## config.mk

```make
export PLATFORM = sky130hd
export DESIGN_NAME = prfu_div
export DESIGN_NICKNAME = d
export VERILOG_FILES = /design/src/rtl/prfu_pkg.sv /design/src/rtl/prfu_div.sv
export SDC_FILE = /design/constraint.sdc
export NUM_CORES = 2
export LEC_CHECK = 0
export ABC_AREA = 1
export BUFFER_PORTS_ARGS = -buffer_cell sky130_fd_sc_hd__buf_2
export CORE_ASPECT_RATIO = 1.5
export CORE_UTILIZATION = 41
export CTS_CLUSTER_SIZE = 30
export DETAILED_ROUTE_END_ITERATION = 7
export HOLD_SLACK_MARGIN = 0.03
export PLACE_DENSITY = 0.67
export SKIP_CTS_REPAIR_TIMING = 1
export SLEW_MARGIN = 30
export SYNTH_ARGS = -nofsm -noshare
export SYNTH_HDL_FRONTEND = slang
export SYNTH_SLANG_ARGS = --single-unit
export TNS_END_PERCENT = 50
```

## constraint.sdc

```tcl
create_clock -name i_clk -period 2.24 [get_ports i_clk]
set_input_delay 0.448 -clock i_clk [delete_from_list [all_inputs] [get_ports i_clk]]
set_output_delay 0.448 -clock i_clk [all_outputs]
set_load 0.02 [all_outputs]
```

## src/rtl/prfu_pkg.sv

```systemverilog
package prfu_pkg;

    localparam int CoordW = 24;
    localparam int ColorW = 32;
    localparam int RadW   = 23;
    localparam int LimW   = RadW + 2;
    localparam int SumW   = 2 * CoordW;
    localparam int RootW  = SumW / 2;
    localparam int TW     = 17;
    localparam int RemW   = RootW + 2;

    localparam logic [RadW-1:0] RadiusReset = RadW'(32768);
    localparam logic [TW-1:0]   TOne        = TW'(65536);
    localparam logic [25:0]     RoundHalf   = 26'd32768;

    typedef struct packed {
        logic signed [CoordW-1:0] x;
        logic signed [CoordW-1:0] y;
        logic signed [CoordW-1:0] z;
        logic [ColorW-1:0]        sc;
        logic [ColorW-1:0]        ec;
        logic                     alive;
    } t_side;

endpackage

```

## src/rtl/prfu_div.sv

```systemverilog
module prfu_div (
    input  logic                        i_clk,
    input  logic                        i_rst_n,
    input  logic                        i_en,
    input  logic                        i_valid,
    input  logic [prfu_pkg::RootW-1:0]  i_root,
    input  logic [prfu_pkg::LimW-1:0]   i_lim,
    input  prfu_pkg::t_side             i_side,
    output logic                        o_valid,
    output logic [prfu_pkg::TW-1:0]     o_t,
    output prfu_pkg::t_side             o_side
);
    import prfu_pkg::*;

    logic            r0_v;
    logic            r0_sat;
    logic            r0_d0;
    logic [RemW-1:0] r0_rem;
    t_side           r0_side;

    // root >= 2*lim means quotient above one: saturate
    always_ff @(posedge i_clk) begin
        if (!i_rst_n) begin
            r0_v <= 1'b0;
        end else if (i_en) begin
            r0_v <= i_valid;
        end
    end

    always_ff @(posedge i_clk) begin
        if (i_en) begin
            r0_sat  <= {2'b00, i_root} >= {i_lim, 1'b0};
            r0_d0   <= i_root[0];
            r0_rem  <= RemW'(i_root[RootW-1:1]);
            r0_side <= i_side;
        end
    end

    logic            w_v    [0:TW];
    logic            w_sat  [0:TW];
    logic [RemW-1:0] w_rem  [0:TW];
    logic [TW-1:0]   w_q    [0:TW];
    t_side           w_side [0:TW];

    assign w_v[0]    = r0_v;
    assign w_sat[0]  = r0_sat;
    assign w_rem[0]  = r0_rem;
    assign w_q[0]    = '0;
    assign w_side[0] = r0_side;

    for (genvar i = 0; i < TW; i++) begin : g_stage
        logic            c_bit;
        logic [RemW-1:0] c_rem_sh;
        logic            c_ge;
        logic            r_v;
        logic            r_sat;
        logic [RemW-1:0] r_rem;
        logic [TW-1:0]   r_q;
        t_side           r_side;

        assign c_bit    = (i == 0) ? r0_d0 : 1'b0;
        assign c_rem_sh = {w_rem[i][RemW-2:0], c_bit};
        assign c_ge     = c_rem_sh >= RemW'(i_lim);

        always_ff @(posedge i_clk) begin
            if (!i_rst_n) begin
                r_v <= 1'b0;
            end else if (i_en) begin
                r_v <= w_v[i];
            end
        end

        always_ff @(posedge i_clk) begin
            if (i_en) begin
                r_sat  <= w_sat[i];
                r_rem  <= c_ge ? c_rem_sh - RemW'(i_lim) : c_rem_sh;
                r_q    <= {w_q[i][TW-2:0], c_ge};
                r_side <= w_side[i];
            end
        end

        assign w_v[i+1]    = r_v;
        assign w_sat[i+1]  = r_sat;
        assign w_rem[i+1]  = r_rem;
        assign w_q[i+1]    = r_q;
        assign w_side[i+1] = r_side;
    end

    assign o_valid = w_v[TW];
    assign o_t     = (w_sat[TW] || w_q[TW] > TOne) ? TOne : w_q[TW];
    assign o_side  = w_side[TW];

endmodule

```

# Word level (Yosys, flattened, before mapping)
# Cells that the tools add are included.
# op_classes
addsub	16
n_lt_le_gt_ge	19
muxes	17
reduce_logical	1
# ops
operator	n
26-bit by 25-bit >= comparator with 1-bit output	16
25-bit two-way mux	15
25-bit subtractor	15
24-bit by 26-bit >= comparator with 1-bit output	1
24-bit by 25-bit >= comparator with 1-bit output	1
24-bit by 25-bit subtractor with 25-bit output	1
24-bit two-way mux	1
17-bit > comparator (second input constant)	1
17-bit two-way mux	1
1-bit logical OR	1
# totals
register_bits	3079
out_inout_bits	155
word_cells	248

# Logic depth before layout (Yosys ltp)
# logic_depth
depth_word	3
ltp_mapped	14
depth_no_buf	14

# Least setup slack after synthesis
# OpenSTA, ideal clock, no wires.
# synth_timing
kind	input to register
startpoint	input i_lim[24] (netlist name)
endpoint	register g_stage[15].r_rem[20] (data pin)
setup_time_ns	0.253
arrival_time_ns	2.123
required_ns	1.987
path_slack_ns	-0.136
stages	12
path_cell_list	inv_1 > ha_1 > inv_1 > or2_1 > nor2_1 > nand2_1 > nand2_1 > a21oi_4 > nand3_4 > buf_6 > nand2_1 > nand2_1
# synth_via
elab_chain_cells	2
# synth_lines
element	line	source
start: declaration	prfu_div.sv:7	input logic [prfu_pkg::LimW-1:0] i_lim,
26-bit by 25-bit >= comparator with 1-bit output	prfu_div.sv:63	assign c_ge = c_rem_sh >= RemW'(i_lim);
25-bit two-way mux	prfu_div.sv:76	r_rem <= c_ge ? c_rem_sh - RemW'(i_lim) : c_rem_sh;
end signal: assignment	prfu_div.sv:76	
end: declaration	prfu_div.sv:57	logic [RemW-1:0] r_rem;
# No other way between the ends.
# A chain may end at the register's enable or synchronous reset.

# Worst setup path in the final report
# layout_timing
startpoint	register g_stage[16].r_q[0]
endpoint	output o_t[13] (netlist name)
# layout_via
elab_chain_cells	3
# layout_lines
element	line	source
start: declaration	prfu_div.sv:58	logic [TW-1:0] r_q;
start signal: assignment	prfu_div.sv:77	r_q <= {w_q[i][TW-2:0], c_ge};
17-bit > comparator	prfu_div.sv:90	assign o_t = (w_sat[TW] || w_q[TW] > TOne) ? TOne : w_q[TW];
1-bit logical OR	prfu_div.sv:90	
17-bit two-way mux	prfu_div.sv:90	
end: declaration	prfu_div.sv:10	output logic [prfu_pkg::TW-1:0] o_t,
# No other way between the ends.

==> results.json <==
{
  "cts_tree": "built",
  "cp_num_buf_inv": 3,
  "slew_viol_final": 0,
  "status": "finished with violations",
  "final_cell_mix": "nand2_1 (3418), edfxtp_1 (3061), buf_4 (1677)",
  "drtIter0Drc": 5981,
  "chipWidth_um": 464,
  "clock_latency_ns": 0.93,
  "highest_layer": "met5",
  "path_cells": "nor4_2 -> nand4_1 -> buf_6 -> a21boi_2 -> buf_6 -> buf_4",
  "worst_slack_ns": -0.697,
  "crit_path_end_kind": "output pin",
  "critPathKind": "reg2out",
  "dpl_worst_slack_ns": -0.816,
  "crit_fanout": 4,
  "rsz0062_at_grt": "true",
  "post-synth-top-area-cell": "edfxtp_1",
  "crit_path_max_incr_delay_ns": 0.44,
  "fin_crit_sh_pct": 131,
  "crit_family": "simple AND/OR/NAND/NOR gates",
  "grt_max_degree": 87,
  "drv_cap": 0,
  "synthesis.area_um2": 131000,
  "vias": 86400,
  "drt_first_pass_iters": 8,
  "cp.depth": 6,
  "syn_nets": 11800,
  "rows": 254,
  "drc": 48,
  "worst_pin_slew_ns": 0.616,
  "synth.top_cell.area_share_pct": 69.9,
  "fin_nets": 14400,
  "m1WireLength_um": 133000,
  "clk_transition_reported_paths_ns": 0.06,
  "power_density_nw_per_um2": 1170,
  "setup_tns_ns": -14.46,
  "synthCells": 11100,
  "io_pins": 345,
  "p_leak_uw": 0.0740,
  "violations": "DRC, setup timing",
  "area_delta_synth_final_pct": 30.5,
  "setup_violations": 76,
  "grt_pass1_vias": 82800,
  "power_uw": 201000,
  "grt_pass1_wl_um": 486000,
  "numClockSinks": 3079,
  "start_util_pct": 41.2,
  "hold_viol_final": 0,
  "fin_crit_ns": 2.94,
  "via_per_inst": 4.75,
  "routed_wl_um": 338000,
  "cts_max_level": 5,
  "dp_hpwl_um": 242000,
  "drive_above_1_share_pct": 26.3,
  "wl_met2_um": 167000,
  "ir_drop_mv": 0.773,
  "antenna_found_initial": 16,
  "gp_congestion": 0.954,
  "min_path_cells": 4,
  "path_common_cell": "buf_6",
  "die_y_um": 696,
  "grt-ovfl-total": 0,
  "die_area_um2": 323000,
  "coreArea_um2": 319000,
  "n_fill_cell": 26800,
  "yosys_warnings": 0,
  "cp_slowest_cell": "edfxtp_1",
  "timing.reg2reg.worst_path_depth": 12,
  "mostFrequentLayoutCell": "nand2_1",
  "met3_length_um": 16100,
  "cp-start-kind": "register",
  "cts_max_path_buffers": 4,
  "cts_made_buffers": 300,
  "port_buffers": 344,
  "root_buffer": "clkbuf_16",
  "crit_required_ns": 1.79,
  "avgSynthCellArea_um2": 11.8,
  "worst_ep_arrival_time_ns": 2.49,
  "slew-limit-headroom_pct": 58.9,
  "netlist_top_cells_area": "edfxtp_1 (70%), nand2_1 (11%), inv_1 (4.5%)",
  "ys_seq_elements": 3079,
  "avgRoutedWirePerCell_um": 18.6,
  "clock_skew_ns": 0.0895,
  "final_util_pct": 53.8,
  "synth_cell_types": 43,
  "fmax_mhz": 340,
  "seq_area_frac_synth_pct": 70.2,
  "antenna_left": 0,
  "grt_use_total_pct": 20.0,
  "hold_class": "in2reg"
}
-- registers in the layout, indices dropped and copies added, names as in the netlist --
name and count:
g_stage.r_side 2192, g_stage.r_rem 400, g_stage.r_q 153, o_side 137, r0_side 137, r0_rem 23
g_stage.r_sat 17, g_stage.r_v 16, g_stage.c_bit 1, o_valid 1, r0_sat 1, r0_v 1
-- cell type report --
cell class	count	area [µm²]	share of cell area [%]
inverter	1593	6020	3.51
antenna	2	5.00	0.00292
sequential	3079	92300	53.8
multi-input combinational	6292	37100	21.6
clock inverter	164	1890	1.10
timing repair buffer	2450	21100	12.3
tap	4224	5290	3.08
clock buffer	361	7800	4.55
-- metal layers --
layer / track usage, % / up-vias
li1: - / 42700
met5: 0 / -
met1: 23.8 / 40600
met2: 35.1 / 2286
met3: 2.54 / 855
met4: 10.6 / 4
-- worst paths after layout --
path                                    from                         endpoint  slack (ns)
min                                i_lim[23]                 r0_sat$_DFFE_PP_        0.04
max             g_stage[16].r_q[0]$_DFFE_PP_                          o_t[13]       -0.70
max reg2reg  g_stage[12].r_rem[10]$_DFFE_PP_  g_stage[13].r_rem[17]$_DFFE_PP_       -0.23
min reg2reg  g_stage[1].r_side[73]$_DFFE_PP_  g_stage[2].r_side[73]$_DFFE_PP_        0.37
-- cell families (layout without fill, tap and decap cells) --
kind of cell | count (synthesis) | in the layout | synth area share [%]
other cells | 0 | 2 | 0
flops | 3079 | 3079 | 70.2
xor+xnor | 191 | 191 | 1.27
fa+ha+maj | 462 | 462 | 4.49
simple gates | 5385 | 5388 | 17.7
buf+inv | 1735 | 4568 | 5.22
compound gates | 251 | 251 | 1.16
-- Yosys cell counts, drive strengths merged --
master and n:
dfxtp 18, o21bai 3, nor3b 15, o211ai 2, buf 120, clkbuf 22
and2 39, edfxtp 3061, nand3 398, xnor2 18, o21ai 23, xor2 173
clkinv 2, ha 446, inv 1591, nor3 35, o21a 16, nor4 6
a21boi 12, a21o 1, a21oi 193, fa 16, or2 39, nor2 580
a211oi 1, and3 1, nand2 3735, nand3b 21, nand4 516
-- through the flow --
stage          instances  hold slack, ns  cell area (µm²)
6_report           18200          0.0359           172000
5_1_grt            18200          0.0523           172000
4_1_cts            17700          -0.420           162000
3_5_place_dp       17200           0.405           152000
3_3_place_gp       17200           0.400           152000
2_1_floorplan      11100           0.400           132000
-- worst min-delay path, stage by stage --
cell	delay, ns
buf_2	0.09
nor2_1	0.05
nand4_1	0.09
nand3_1	0.07
-- report_power, final --
part | switching [µW] | internal, µW
logic | 40300 | 33200
clock network | 21500 | 28500
registers | 5080 | 72400
Note: power is estimated with default switching activity, not from simulation.
