File: src/rtl/prfu_pkg.sv
package prfu_pkg;

    localparam int CoordW = 24;
    localparam int ColorW = 32;
    localparam int RadW   = 23;
    localparam int LimW   = RadW + 2;
    localparam int SumW   = 2 * CoordW;
    localparam int RootW  = SumW / 2;
    localparam int TW     = 17;
    localparam int RemW   = RootW + 2;

    localparam logic [RadW-1:0] RadiusReset = RadW'(32768);
    localparam logic [TW-1:0]   TOne        = TW'(65536);
    localparam logic [25:0]     RoundHalf   = 26'd32768;

    typedef struct packed {
        logic signed [CoordW-1:0] x;
        logic signed [CoordW-1:0] y;
        logic signed [CoordW-1:0] z;
        logic [ColorW-1:0]        sc;
        logic [ColorW-1:0]        ec;
        logic                     alive;
    } t_side;

endpackage

File: src/rtl/prfu_blend.sv
module prfu_blend (
    input  logic                        i_clk,
    input  logic                        i_rst_n,
    input  logic                        i_en,
    input  logic                        i_valid,
    input  logic [prfu_pkg::TW-1:0]     i_t,
    input  prfu_pkg::t_side             i_side,
    output logic                        o_valid,
    output logic [prfu_pkg::ColorW-1:0] o_color,
    output prfu_pkg::t_side             o_side
);
    import prfu_pkg::*;

    logic          r1_v;
    logic [24:0]   r1_pa [0:3];
    logic [24:0]   r1_pb [0:3];
    t_side         r1_side;
    logic          r2_v;
    logic [ColorW-1:0] r2_color;
    t_side         r2_side;
    logic [TW-1:0] c_tinv;
    logic [ColorW-1:0] c_color;

    assign c_tinv = TOne - i_t;

    always_ff @(posedge i_clk) begin
        if (!i_rst_n) begin
            r1_v <= 1'b0;
            r2_v <= 1'b0;
        end else if (i_en) begin
            r1_v <= i_valid;
            r2_v <= r1_v;
        end
    end

    for (genvar c = 0; c < 4; c++) begin : g_ch
        logic [25:0] c_acc;

        assign c_acc = {1'b0, r1_pa[c]} + {1'b0, r1_pb[c]} + RoundHalf;
        assign c_color[8*c +: 8] = c_acc[23:16];

        always_ff @(posedge i_clk) begin
            if (i_en) begin
                r1_pa[c] <= c_tinv * i_side.sc[8*c +: 8];
                r1_pb[c] <= i_t * i_side.ec[8*c +: 8];
            end
        end
    end

    always_ff @(posedge i_clk) begin
        if (i_en) begin
            r1_side  <= i_side;
            r2_color <= c_color;
            r2_side  <= r1_side;
        end
    end

    assign o_valid = r2_v;
    assign o_color = r2_color;
    assign o_side  = r2_side;

endmodule
File: config.mk
export PLATFORM = sky130hd
export DESIGN_NAME = prfu_blend
export DESIGN_NICKNAME = d
export VERILOG_FILES = /design/src/rtl/prfu_pkg.sv /design/src/rtl/prfu_blend.sv
export SDC_FILE = /design/constraint.sdc
export NUM_CORES = 2
export LEC_CHECK = 0
export ABC_CLOCK_PERIOD_IN_PS = 12100
export BUFFER_PORTS_ARGS = -buffer_cell sky130_fd_sc_hd__buf_2
export CORE_MARGIN = 1
export CORE_UTILIZATION = 45
export CTS_CLUSTER_DIAMETER = 50
export DETAILED_ROUTE_END_ITERATION = 6
export HOLD_SLACK_MARGIN = 0.12
export PLACE_DENSITY = 0.73
export SYNTH_ARGS = -nofsm -noshare
export SYNTH_HDL_FRONTEND = slang
export SYNTH_SLANG_ARGS = --single-unit
File: constraint.sdc
create_clock -name i_clk -period 12.1 [get_ports i_clk]
set_input_delay 3.63 -clock i_clk [delete_from_list [all_inputs] [get_ports i_clk]]
set_output_delay 3.63 -clock i_clk [all_outputs]
set_load 0.02 [all_outputs]
## Word-level counts from Yosys, hierarchy flattened

Memories as Yosys holds them, arrays and structs flattened.
Cells that the tools add are included.
Widths: inputs -> output; s select.

| operators by class | value |
|---|---|
| add/sub/neg operators | 9 |
| $mul | 8 |
| mux-type cells | 2 |

Operators by type and width:

| kind | count |
|---|---|
| $mul 17x8->25 | 8 |
| $add 24x16->24 const B | 4 |
| $add 24x24->24 | 4 |
| $sub 17x17->17 const A | 1 |
| $mux 1 | 2 |

| storage, ports and cells | value |
|---|---|
| bits in registers | 308 |
| RAM bits | 200 |
| input bits | 158 |
| memories | 2 |

Memory list:

| memory | words | width | rd ports | clocked after Yosys merged registers in | write ports | RTL line | RTL |
|---|---|---|---|---|---|---|---|
| r1_pa | 4 | 25 | 4 | 0 | 4 | prfu_blend.sv:15 | `logic [24:0] r1_pa [0:3];` |
| r1_pb | 4 | 25 | 4 | 0 | 4 | prfu_blend.sv:16 | `logic [24:0] r1_pb [0:3];` |

## Logic depth before layout (Yosys ltp)

| logic depth | value |
|---|---|
| word-level depth | 2 |
| gate-level depth with buffers | 26 |
| gate-level depth less buffers | 23 |

## Least setup slack after synthesis

OpenSTA, ideal clock, no wires.

| path | value |
|---|---|
| path type | input port to flip-flop |
| from | input port i_t[0] in the netlist's numbering |
| to | memory r1_pa[0][23], data pin |
| setup time | 258 ps |
| arrival time | 9,928 ps |
| path slack | 1,913 ps |
| stages | 24 |
| path buffers | 3 |
| cell sequence | clkbuf_1 clkbuf_1 inv_1 ha_1 or3b_2 nor3_1 or4b_4 xor2_1 clkbuf_1 and2_1 fa_1 fa_1 fa_1 inv_1 fa_1 inv_1 ha_1 a21oi_1 o21bai_1 nor4b_1 nor3_1 a2111oi_0 a21oi_1 xnor2_1 |

RTL lines:

| element | RTL line | RTL |
|---|---|---|
| start: declaration | prfu_blend.sv:6 | `input logic [prfu_pkg::TW-1:0] i_t,` |
| end: declaration | prfu_blend.sv:15 |  |

==> summary by stage <==
Layout
Leaving out fill and tap cells, the most frequent cell in the layout is inv_1. The area growth from synthesis to layout is 11.2%. The number of nets in the final layout is 6,434. In the final layout, the share of cells above drive strength 1 is 0.104.

The top cell types in the final layout, fill and taps aside, are inv_1, fa_1, and2_1. After routing the design area is 57,600 um2. The layout has 10,200 filler cells.

Timing
Dividing the final minimum period by the clock period gives 0.858. For the final routed database, the setup TNS stands at 0 ps. Setup violations remaining at the end of the flow were counted as 0. The smallest clock period supported by the final layout is computed as 10,380 ps.

The clock skew after layout is 23.7 ps. The maximum operating frequency is 0.0963 GHz. The number of hold violations in the final report is 0. Across all setup checks in the final design, the least slack found is 1720 ps.

Hold timing on the final database bottoms out at a slack of 411 ps. At the pin with the least slew margin, the transition time is 1080 ps. Setup repair after global routing left no endpoint under its margin. The number of max-slew violations in the final report is 0. The worst pin sits at a relative slew slack of 0.281.

Route
The detailed router's first-iteration violation count is 2,400. Using the TritonRoute via totals, the vias-per-cell ratio works out to 5.38. The detail route stage leaves a number of antenna-violating nets equal to 0. The total wire length is 129,000 um. The first detailed-routing pass took 5 iterations. The average wire per cell in the routed design is 19.4 um. The via total after detailed routing is 35,600. For this run, design rule violations remaining after detail routing come to 0.

Logic synthesis
The proportion of synthesized flip-flops having asynchronous set or reset is 0. The post-synthesis sequential area ratio is 0.289. The number of register bits inferred by synthesis is 500. The flip-flop cell with the highest count after synthesis is edfxtp_1. The number of warnings reported in the yosys synthesis log is 0. The per-instance average area after synthesis is 10.8 um2.

In this run, synthesis inferred 498 flip-flops with an integrated enable. The number of distinct library cell variants in the gate-level netlist after synthesis is 71. The number of nets handed over by synthesis was 6,178. The number of cells produced by synthesis is 4,791. The synthesized netlist occupies a cell area of 51,800 um2.

Power and ir drop
The leakage power summed over all cells is 0.0264 uW. The largest vdd supply drop is 0.000147 V. Of the total power, the share spent switching nets is 0.439. The share of total power dissipated in sequential elements is 0.227. The analysis attributes to net switching a power of 5900 uW. Dividing total power by cell area gives a power density of 233 nW/um2. The cell-internal power is 7550 uW. Of the total power, the clock network draws 0.165. The power share of the combinational group is 0.608.

CTS
The count of H-tree levels built during CTS is 3. The TritonCTS clock tree is yes. After clock tree synthesis, the flow added hold-fix buffers numbering 0. The number of sinks handled by clock tree synthesis is 500. The number of buffers on the longest clock path is 3. The number of buffers added by the clock tree synthesis step is 78. The post-cts resize count is 0. The tree is rooted in a clkbuf_16. The insertion delay of the later-clocked pin in the worst-skew pair is 660 ps. The clock transition at the registers of the reported paths is 60 ps. After clock tree synthesis, the setup repair step added 0 buffers.

Hold path
Along the worst hold path, the cell count comes to 0. In this run the worst hold path is classified as flip-flop to flip-flop.

Setup path
The critical path crosses 22 cells after its start point. The worst register-to-register path has a depth of 10. Counting stages on the worst path, the most repeated cell is fa_1. STA puts the critical path data arrival time at 10,770 ps. The critical path startpoint category is an input port. For this run, the slowest stage of the critical path takes 740 ps. STA puts the critical path data required time at 12,490 ps. On the critical path the largest part of the delay comes from simple AND/OR/NAND/NOR gates. The element type at the critical path end is a flip-flop. The type of the setup path with the least slack is input port to flip-flop. The number of buffers and inverters on the critical path is 4.

Along the worst path, the maximum fanout reaches 35. The slowest library cell on the worst path is xor2_2. The signal on the critical path passes through buf_2, or3b_2, nor3_1, nand2_1, xor2_2, buf_4, and2_1, fa_1, fa_1, fa_1, inv_1, fa_1, inv_1, ha_1, a21o_1, a21o_1, a21oi_1, and3_1, a2111oi_0, nor3_1, a21oi_1, xnor2_1.

Placement
Input and output buffers added on the ports amount to 327. The detailed-placement wirelength estimate is 95,100 um. At the end of routability-driven placement, the weighted congestion stood at 0.911. The standard cell area after detailed placement is 55,000 um2. Timing analysis after detailed placement gives a worst setup slack of 1160 ps.

GRT
The maximum number of pins on one net before global-route repair is 162. The first global-routing pass estimated 205,000 um of wire. The initial antenna violation count is 17. The number of global-route vias before repair is 38,100. For this run, the total global-route usage over all layers was measured as 0.227.

The sum of overflow across all layers after global routing is 0.

Run status
The run finished with clean final reports.

Floorplan
The placeable core region is 114,000 um2. The floorplan step set the die width to 341 um. The die outline area is 116,000 um2. Row generation in the floorplan step produced 124 rows. For this configuration, the core starts out at a cell density of 0.454. During I/O placement, the number of pins put on the boundary was 328. In this run the vertical extent of the chip is 341 um.

Flow run
The number of max-capacitance violations reported is 0.
## stage by stage
| stage | utilization | cells | total power (uW) |
|---|---|---|---|
| after global placement | 0.482 | 6479 | 11000 |
| after detailed placement | 0.482 | 6479 | 11100 |
| after floorplan | - | 4791 | 8880 |
| final | 0.505 | 6621 | 13400 |
| after CTS | 0.504 | 6620 | 13500 |
| after global routing | 0.504 | 6620 | 14700 |
## worst paths after layout
| check | from | to | slack, ps |
|---|---|---|---|
| worst max register to register | r1_pb[3][10] | o_color[31] | 8820 |
| worst min-delay path | r1_side[87] | o_side[87] | 410 |
| worst max-delay path | i_t[3] | r1_pa[2][23] | 1720 |
| worst min register to register | r1_side[87] | o_side[87] | 410 |
## area by class of cell
class                      instances  area (um2)  area share
multi-input combinational       3344       33300       0.579
sequential                       500       15000       0.260
inverter                         755        2830      0.0492
clock buffer                      86        2000      0.0348
timing repair buffer             368        1970      0.0341
tap                             1512        1890      0.0328
clock inverter                    55         576     0.00999
antenna                            1        2.50   0.0000434
## sequential cells by signal (all words and copies together) (netlist names)
name     cells
r1_side    137
r1_pa       96
o_color     32
o_valid      1
o_side     137
r1_pb       96
r1_v         1
## worst register-to-register path, cell delays in order, from the launching register on
cell,delay [ps]
edfxtp_1,460
ha_1,340
ha_1,300
and4_1,220
and2_1,160
o311ai_0,500
a31o_2,290
o2111ai_1,180
a21o_1,230
a21oi_1,190
xnor2_1,140
## layer usage
| metal | GRT usage | routed length (um) | up-vias |
|---|---|---|---|
| li1 | - | - | 15900 |
| met1 | 0.296 | 53500 | 18100 |
| met2 | 0.371 | 60000 | 1353 |
| met3 | 0.0540 | 11200 | 279 |
| met4 | 0.0746 | 3800 | 16 |
| met5 | 0 | 100 | - |
## logic make-up after synthesis
logic type / synth area share
flops: 0.289
xor+xnor: 0.0368
simple gates: 0.152
mux: 0.000773
fa+ha+maj: 0.400
buf+inv: 0.0691
compound gates: 0.0521
## power by group through the flow
stage	Sequential (uW)	Combinational (uW)	Clock, uW
2_1_floorplan	3040	5840	0
3_3_place_gp	3070	7890	0
3_5_place_dp	3060	8080	0
4_1_cts	3050	8200	2270
5_1_grt	3090	9260	2330
6_report	3050	8180	2210
## synth_stat cells (15+ instances only)
cell type / count / area, um2
o21a_1: 22 / 165
a211oi_1: 22 / 165
and2_1: 702 / 4390
ha_1: 517 / 6470
nor2b_1: 17 / 106
or3_1: 19 / 119
nor3_1: 48 / 240
a21o_1: 42 / 315
xnor2_1: 163 / 1430
nand2b_1: 25 / 156
nand4_1: 18 / 113
o211ai_1: 16 / 120
edfxtp_1: 498 / 15000
clkbuf_1: 180 / 676
fa_1: 712 / 14300
xor2_1: 46 / 403
a31oi_1: 15 / 93.8
o21bai_1: 20 / 150
o21ai_0: 78 / 390
inv_1: 755 / 2830
and3_1: 41 / 257
nor2_1: 106 / 398
a21oi_1: 127 / 636
nand2_1: 433 / 1630
nand3_1: 30 / 150
No activity file was read; power rests on OpenSTA's default activity.
