===== src/rtl/prfu_pkg.sv =====
package prfu_pkg;

    localparam int CoordW = 24;
    localparam int ColorW = 32;
    localparam int RadW   = 23;
    localparam int LimW   = RadW + 2;
    localparam int SumW   = 2 * CoordW;
    localparam int RootW  = SumW / 2;
    localparam int TW     = 17;
    localparam int RemW   = RootW + 2;

    localparam logic [RadW-1:0] RadiusReset = RadW'(32768);
    localparam logic [TW-1:0]   TOne        = TW'(65536);
    localparam logic [25:0]     RoundHalf   = 26'd32768;

    typedef struct packed {
        logic signed [CoordW-1:0] x;
        logic signed [CoordW-1:0] y;
        logic signed [CoordW-1:0] z;
        logic [ColorW-1:0]        sc;
        logic [ColorW-1:0]        ec;
        logic                     alive;
    } t_side;

endpackage


===== src/rtl/prfu_sqrt.sv =====
module prfu_sqrt (
    input  logic                        i_clk,
    input  logic                        i_rst_n,
    input  logic                        i_en,
    input  logic                        i_valid,
    input  logic [prfu_pkg::SumW-1:0]   i_sum,
    input  prfu_pkg::t_side             i_side,
    output logic                        o_valid,
    output logic [prfu_pkg::RootW-1:0]  o_root,
    output prfu_pkg::t_side             o_side
);
    import prfu_pkg::*;

    logic              w_v    [0:RootW];
    logic [RemW-1:0]   w_rem  [0:RootW];
    logic [RootW-1:0]  w_root [0:RootW];
    logic [SumW-1:0]   w_s    [0:RootW];
    t_side             w_side [0:RootW];

    assign w_v[0]    = i_valid;
    assign w_rem[0]  = '0;
    assign w_root[0] = '0;
    assign w_s[0]    = i_sum;
    assign w_side[0] = i_side;

    // one root bit per stage
    for (genvar i = 0; i < RootW; i++) begin : g_stage
        logic [RemW-1:0]  c_rem_sh;
        logic [RemW-1:0]  c_trial;
        logic             c_ge;
        logic             r_v;
        logic [RemW-1:0]  r_rem;
        logic [RootW-1:0] r_root;
        logic [SumW-1:0]  r_s;
        t_side            r_side;

        assign c_rem_sh = {w_rem[i][RemW-3:0], w_s[i][SumW-1 -: 2]};
        assign c_trial  = {w_root[i], 2'b01};
        assign c_ge     = c_rem_sh >= c_trial;

        always_ff @(posedge i_clk) begin
            if (!i_rst_n) begin
                r_v <= 1'b0;
            end else if (i_en) begin
                r_v <= w_v[i];
            end
        end

        always_ff @(posedge i_clk) begin
            if (i_en) begin
                r_rem  <= c_ge ? c_rem_sh - c_trial : c_rem_sh;
                r_root <= {w_root[i][RootW-2:0], c_ge};
                r_s    <= {w_s[i][SumW-3:0], 2'b00};
                r_side <= w_side[i];
            end
        end

        assign w_v[i+1]    = r_v;
        assign w_rem[i+1]  = r_rem;
        assign w_root[i+1] = r_root;
        assign w_s[i+1]    = r_s;
        assign w_side[i+1] = r_side;
    end

    assign o_valid = w_v[RootW];
    assign o_root  = w_root[RootW];
    assign o_side  = w_side[RootW];

endmodule


===== config.mk =====
export PLATFORM = sky130hd
export DESIGN_NAME = prfu_sqrt
export DESIGN_NICKNAME = d
export VERILOG_FILES = /design/src/rtl/prfu_pkg.sv /design/src/rtl/prfu_sqrt.sv
export SDC_FILE = /design/constraint.sdc
export NUM_CORES = 2
export LEC_CHECK = 0
export BUFFER_PORTS_ARGS = -buffer_cell sky130_fd_sc_hd__buf_2
export CAP_MARGIN = 15
export CORE_ASPECT_RATIO = 1.1
export CORE_UTILIZATION = 30
export DETAILED_ROUTE_END_ITERATION = 10
export PLACE_DENSITY_LB_ADDON = 0.05
export SLEW_MARGIN = 40
export SYNTH_ARGS = -nofsm -noshare
export SYNTH_HDL_FRONTEND = slang
export SYNTH_SLANG_ARGS = --single-unit

===== constraint.sdc =====
create_clock -name i_clk -period 5.9 [get_ports i_clk]
set_input_delay 1.475 -clock i_clk [delete_from_list [all_inputs] [get_ports i_clk]]
set_output_delay 1.475 -clock i_clk [all_outputs]
set_load 0.02 [all_outputs]

# After elaboration in Yosys (flattened, before gate mapping)
# Cells that the tools add are included.
[totals] in_bits=189 wordCells=309 register_bits=4695
[op_classes] magnitude_cmp=24 muxes=23 addsub=23
[ops] op="two-way mux 24 bit" count=22
[ops] op=">= comparator 26 x 10 -> 1 bit" count=1
[ops] op=">= comparator 26 x 11 -> 1 bit" count=1
[ops] op=">= comparator 26 x 12 -> 1 bit" count=1
[ops] op=">= comparator 26 x 13 -> 1 bit" count=1
[ops] op=">= comparator 26 x 14 -> 1 bit" count=1
[ops] op=">= comparator 26 x 15 -> 1 bit" count=1
[ops] op=">= comparator 26 x 16 -> 1 bit" count=1
[ops] op=">= comparator 26 x 17 -> 1 bit" count=1
[ops] op=">= comparator 26 x 18 -> 1 bit" count=1
[ops] op=">= comparator 26 x 19 -> 1 bit" count=1
[ops] op=">= comparator 26 x 20 -> 1 bit" count=1
[ops] op=">= comparator 26 x 21 -> 1 bit" count=1
[ops] op=">= comparator 26 x 22 -> 1 bit" count=1
[ops] op=">= comparator 26 x 23 -> 1 bit" count=1
[ops] op=">= comparator 26 x 24 -> 1 bit" count=1
[ops] op=">= comparator 26 x 25 -> 1 bit" count=1
[ops] op=">= comparator 26 x 3 -> 1 bit" count=1
[ops] op=">= comparator 26 x 4 -> 1 bit" count=1
[ops] op=">= comparator 26 x 5 -> 1 bit" count=1
[ops] op=">= comparator 26 x 6 -> 1 bit" count=1
[ops] op=">= comparator 26 x 7 -> 1 bit" count=1
[ops] op=">= comparator 26 x 8 -> 1 bit" count=1
[ops] op=">= comparator 26 x 9 -> 1 bit" count=1
[ops] op="other kinds (25)" count=25

# Longest topological paths before layout
[logic_depth] depth_word=2 mapped_depth=14 mapped_depth_nobuf=12

# Worst setup path after synthesis
# Ideal clock, no wire load.
[synth_timing] path_kind="register to register" start="reg g_stage[20].r_rem[0]" end="reg g_stage[21].r_rem[10] (data pin)" slack_ps=2908 path_stages_with_launch=11 t_arrival_ps=2732 synth_period_minus_slack_ps=2992 t_required_ps=5640 cell_sequence="edfxtp_1 -> ha_1 -> nor2b_1 -> o31a_1 -> o31a_1 -> o21ai_1 -> o22ai_1 -> o21ai_1 -> o2bb2ai_1 -> clkbuf_1 -> mux2_2"
[synth_via] elab_chain_cells=2 word_cells_on_any_way=3 cone_classes="add/sub (1); order compare (1); mux (1)"
[synth_lines] element="start, declared" line_no="prfu_sqrt.sv:32" rtl="logic [RemW-1:0] r_rem;"
[synth_lines] element="start signal, assigned" line_no="prfu_sqrt.sv:51" rtl="r_rem <= c_ge ? c_rem_sh - c_trial : c_rem_sh;"
[synth_lines] element="subtractor 24 x 23 -> 24 bit or >= comparator 26 x 23 -> 1 bit (tied branches)" line_no="prfu_sqrt.sv:51, prfu_sqrt.sv:39"
[synth_lines] element="two-way mux 24 bit (*)" line_no="prfu_sqrt.sv:51"
[synth_lines] element="end signal, assigned" line_no="prfu_sqrt.sv:51"
[synth_lines] element="end, declared" line_no="prfu_sqrt.sv:32"
# Every way passes the cells marked *; elsewhere a longest branch is shown, timed or not.
# A chain may end at the register's enable or synchronous reset.

# Worst setup path in the final report
[layout_timing] start="reg g_stage[19].r_rem[13]" end="reg g_stage[20].r_rem[4] (data pin)"
[layout_via] elab_chain_cells=2
[layout_lines] element="start, declared" line_no="prfu_sqrt.sv:32"
[layout_lines] element="start signal, assigned" line_no="prfu_sqrt.sv:51"
[layout_lines] element=">= comparator 26 x 22 -> 1 bit" line_no="prfu_sqrt.sv:39" rtl="assign c_ge = c_rem_sh >= c_trial;"
[layout_lines] element="two-way mux 24 bit" line_no="prfu_sqrt.sv:51"
# Every way passes these cells.

==> results.md <==
- Outcome: complete, no violations
- Clock slew at reported path FFs: 0.06 ns
- M1 GR Usage: ~12%
- Fin Clk Skew: approximately 0.052 ns
- Main synth FF type: edfxtp_1
- Syn Nets: ~8.7k
- Number of synthesized flops with an enable pin: roughly 4.7k
- Core area: ~540,000 um2
- Clk sink count: ~4.7k
- Total wire length: around 260,000 um
- Post-Synth Simple-Gate Area: 3.74%
- GRT Max-Usage Layer: met2
- Hold Buf Count CTS: 0
- Worst-Margin Slew: 0.868 ns
- Yosys cell types: just under 90
- TritonRoute pass-1 iters: 7
- Max_slew headroom: between 40% and 50%
- Seq/Total Area, Yosys: between 80 and 90%
- Vias per inst: roughly 4.2
- Layout cells sized above 1: between 10% and 20%
- # port buffers: 350
- Crit. End Element: flop
- First-pass GRT wire length: ~420,000 um
- Final setup margin: between 2 and 2.5 ns
- Placement Setup Slack: approximately 2.2 ns
- Hold Fails Final Rpt: 0
- Grt met2 use: between 15 and 20%
- FFs w/ async S/R, synth: 0%
- Critical path type: reg -> reg
- Worst-path maximum fanout: 19
- # IOs: 351
- Slew Viols, Final: 0
- Worst Hold Class: reg -> reg
- Final setup vio count: 0
- Total power: ~78 mW
- Sequential cell area: around 140,000 um2
- Post-CTS setup buffers: 0
- Chip width: 704 um
- Compound-cell area share of the yosys netlist: under 10%
- Worst hold slack: ~0.37 ns
- Post-Layout Inst Area: ~190,000 um2
- Clock root buffer master: clkbuf_16
- Non-filler cells, final: around 17k
- Fillers: 50.2k
- Pin count of the biggest net entering global routing: ~170
- Lkg Pwr: roughly 67 nW
- Fmax: approximately 270 MHz
- Syn-to-layout area delta: 17.8%
- Yosys warns: 0
- Tcrit/Tclk final: between 60 and 70%
- Skew-Pair Late Insertion Delay: just over 1 ns
- CTS H-tree depth: 6
- Sum Neg Setup Slack: 0 ns
- Min Tclk post-route: between 3 and 4 ns
- Routed WL per cell: around 16 um
- Placed wire-length estimate: 158,000 um
- RSZ-0062 raised after global routing: no
- Utilization after layout: a little over a third
- Most common cell after layout, fill and taps aside: edfxtp_1
- Power per cell area: between 400 and 500 nW/um2
- Number of max-cap violations: 0
- Number of global-route vias before repair: roughly 73k
- Peak supply drop: between 0.3 and 0.4 mV
- Largest family of logic cells by synthesized area: simple AND/OR/NAND/NOR gates
- Placer Congestion: ~0.8
- DRC: 0
- Row cnt: between 200 and 300
- Num CTS Buffers: about 530
- Initial Util: a little under a third
- Vias: 70.0k
- CP arrival: approximately 4.4 ns
- Total GRT Usage: a little under a tenth
- Syn Std Cell Area: 163,000 um2
- # nets final: roughly 9.6k
- Average size of a mapped cell: around 20 um2
- Synth Register Bits: between 4k and 5k
- Area of the multi-input gates: between 20,000 and 25,000 um2
- CTS tree: yes
- Portion of netlist area occupied by mux cells: less than 1%
- Die area: about 550,000 um2
- Syn Inst Count: around 8.2k
- Post-CTS Resized: 0
- Initial antenna violation count: 20
- Post-Synth XOR/XNOR Area: between 2 and 2.5%
- Worst EP required: between 6 and 7 ns
- Clock Tree Buf Depth: 4
- Global-route track usage on met3: around 2.2%
- Final ANT Viol Nets: 0
- Synth Area in Adders: roughly 2.5%
- Initial drt markers: between 4k and 5k
- Type of origin of the critical path: flop
- Dpl cells: about 16k
- Total grt overflow: 0
- Placed cell areas: between 150,000 and 200,000 um2
- Die Span Y: about 770 um
- Commonest non-fill, non-tap cells in the layout: edfxtp_1 (4,662), clkbuf_16 (538), inv_1 (401)
sequential cells by signal (all words and copies together) (netlist names):
name and count:
g_stage.r_v 23, g_stage.r_s 552, o_root 24, g_stage.r_rem 522, o_side 137, o_valid 1
g_stage.r_side 3151, g_stage.r_root 276
worst max-delay path, stage by stage, from the launching register on:
cell	delay, ns
edfxtp_1	0.41
ha_1	0.41
nand3_1	0.15
nor2_1	0.16
and3_1	0.26
nand4_1	0.18
nor4_1	0.50
nor2_1	0.10
nand2b_1	0.52
buf_4	0.38
mux2_2	0.37
cell type report:
class	instances	area share (%)
well taps	7125	4.65
inverters	403	0.789
diodes	1	0.00131
clock inverters	307	1.63
clock buffers	638	7.22
flip-flops and latches	4686	73.3
repair buffers	474	1.71
multi-input cells	3000	10.7
where the power goes:
part	switching [mW]	internal [mW]
Sequential	1.05	39.7
Clock	13.5	18.2
Combinational	3.57	2.34
metal layers:
metal	routed length (um)	vias to the layer above	part of all wire [%]
li1	-	33400	-
met1	114000	34500	43
met2	127000	1274	48
met3	12700	714	4.8
met4	10700	8	4.0
met5	43	-	0.016
worst paths after layout:
check,startpoint,end,cells after the start,slack (ns)
worst max-delay path,g_stage[19].r_rem[13]$_DFFE_PP_,g_stage[20].r_rem[4]$_DFFE_PP_,10,2.19
worst min-delay path,g_stage[17].r_side[34]$_DFFE_PP_,g_stage[18].r_side[34]$_DFFE_PP_,0,0.37
worst max register to register,g_stage[19].r_rem[13]$_DFFE_PP_,g_stage[20].r_rem[4]$_DFFE_PP_,10,2.19
worst min register to register,g_stage[17].r_side[34]$_DFFE_PP_,g_stage[18].r_side[34]$_DFFE_PP_,0,0.37
logic make-up (layout without fill, tap and decap cells):
logic type	count (synthesis)	in the layout
compound gates	941	941
xor+xnor	416	416
fa+ha+maj	325	325
buf+inv	488	1822
flops	4686	4686
mux	87	87
other cells	1	2
simple gates	1230	1230
cell usage after synthesis (all sizes together) (11+ instances only):
library cell	n	share of area (%)
clkbuf	66	0.15
or2	24	0.092
nand3b	18	0.083
nand4	61	0.23
mux2	57	0.39
o211ai	13	0.063
nor2	323	0.75
nor4	67	0.26
and3	19	0.073
a21oi	336	1.0
xnor2	223	1.2
o21a	60	0.28
edfxtp	4662	86
nand2	296	0.69
ha	325	2.5
xor2	193	1.0
nor2b	73	0.28
a211oi	22	0.10
a21o	92	0.42
or4	18	0.085
a21boi	11	0.051
buf	19	0.061
and2	13	0.050
o21ai	246	0.76
nor3	107	0.34
nand3	77	0.24
or3	43	0.17
o21bai	20	0.092
mux2i	30	0.18
nand2b	64	0.25
a31oi	26	0.10
dfxtp	24	0.30
inv	402	0.93
o31ai	30	0.14
No activity file was read; power rests on OpenSTA's default activity.
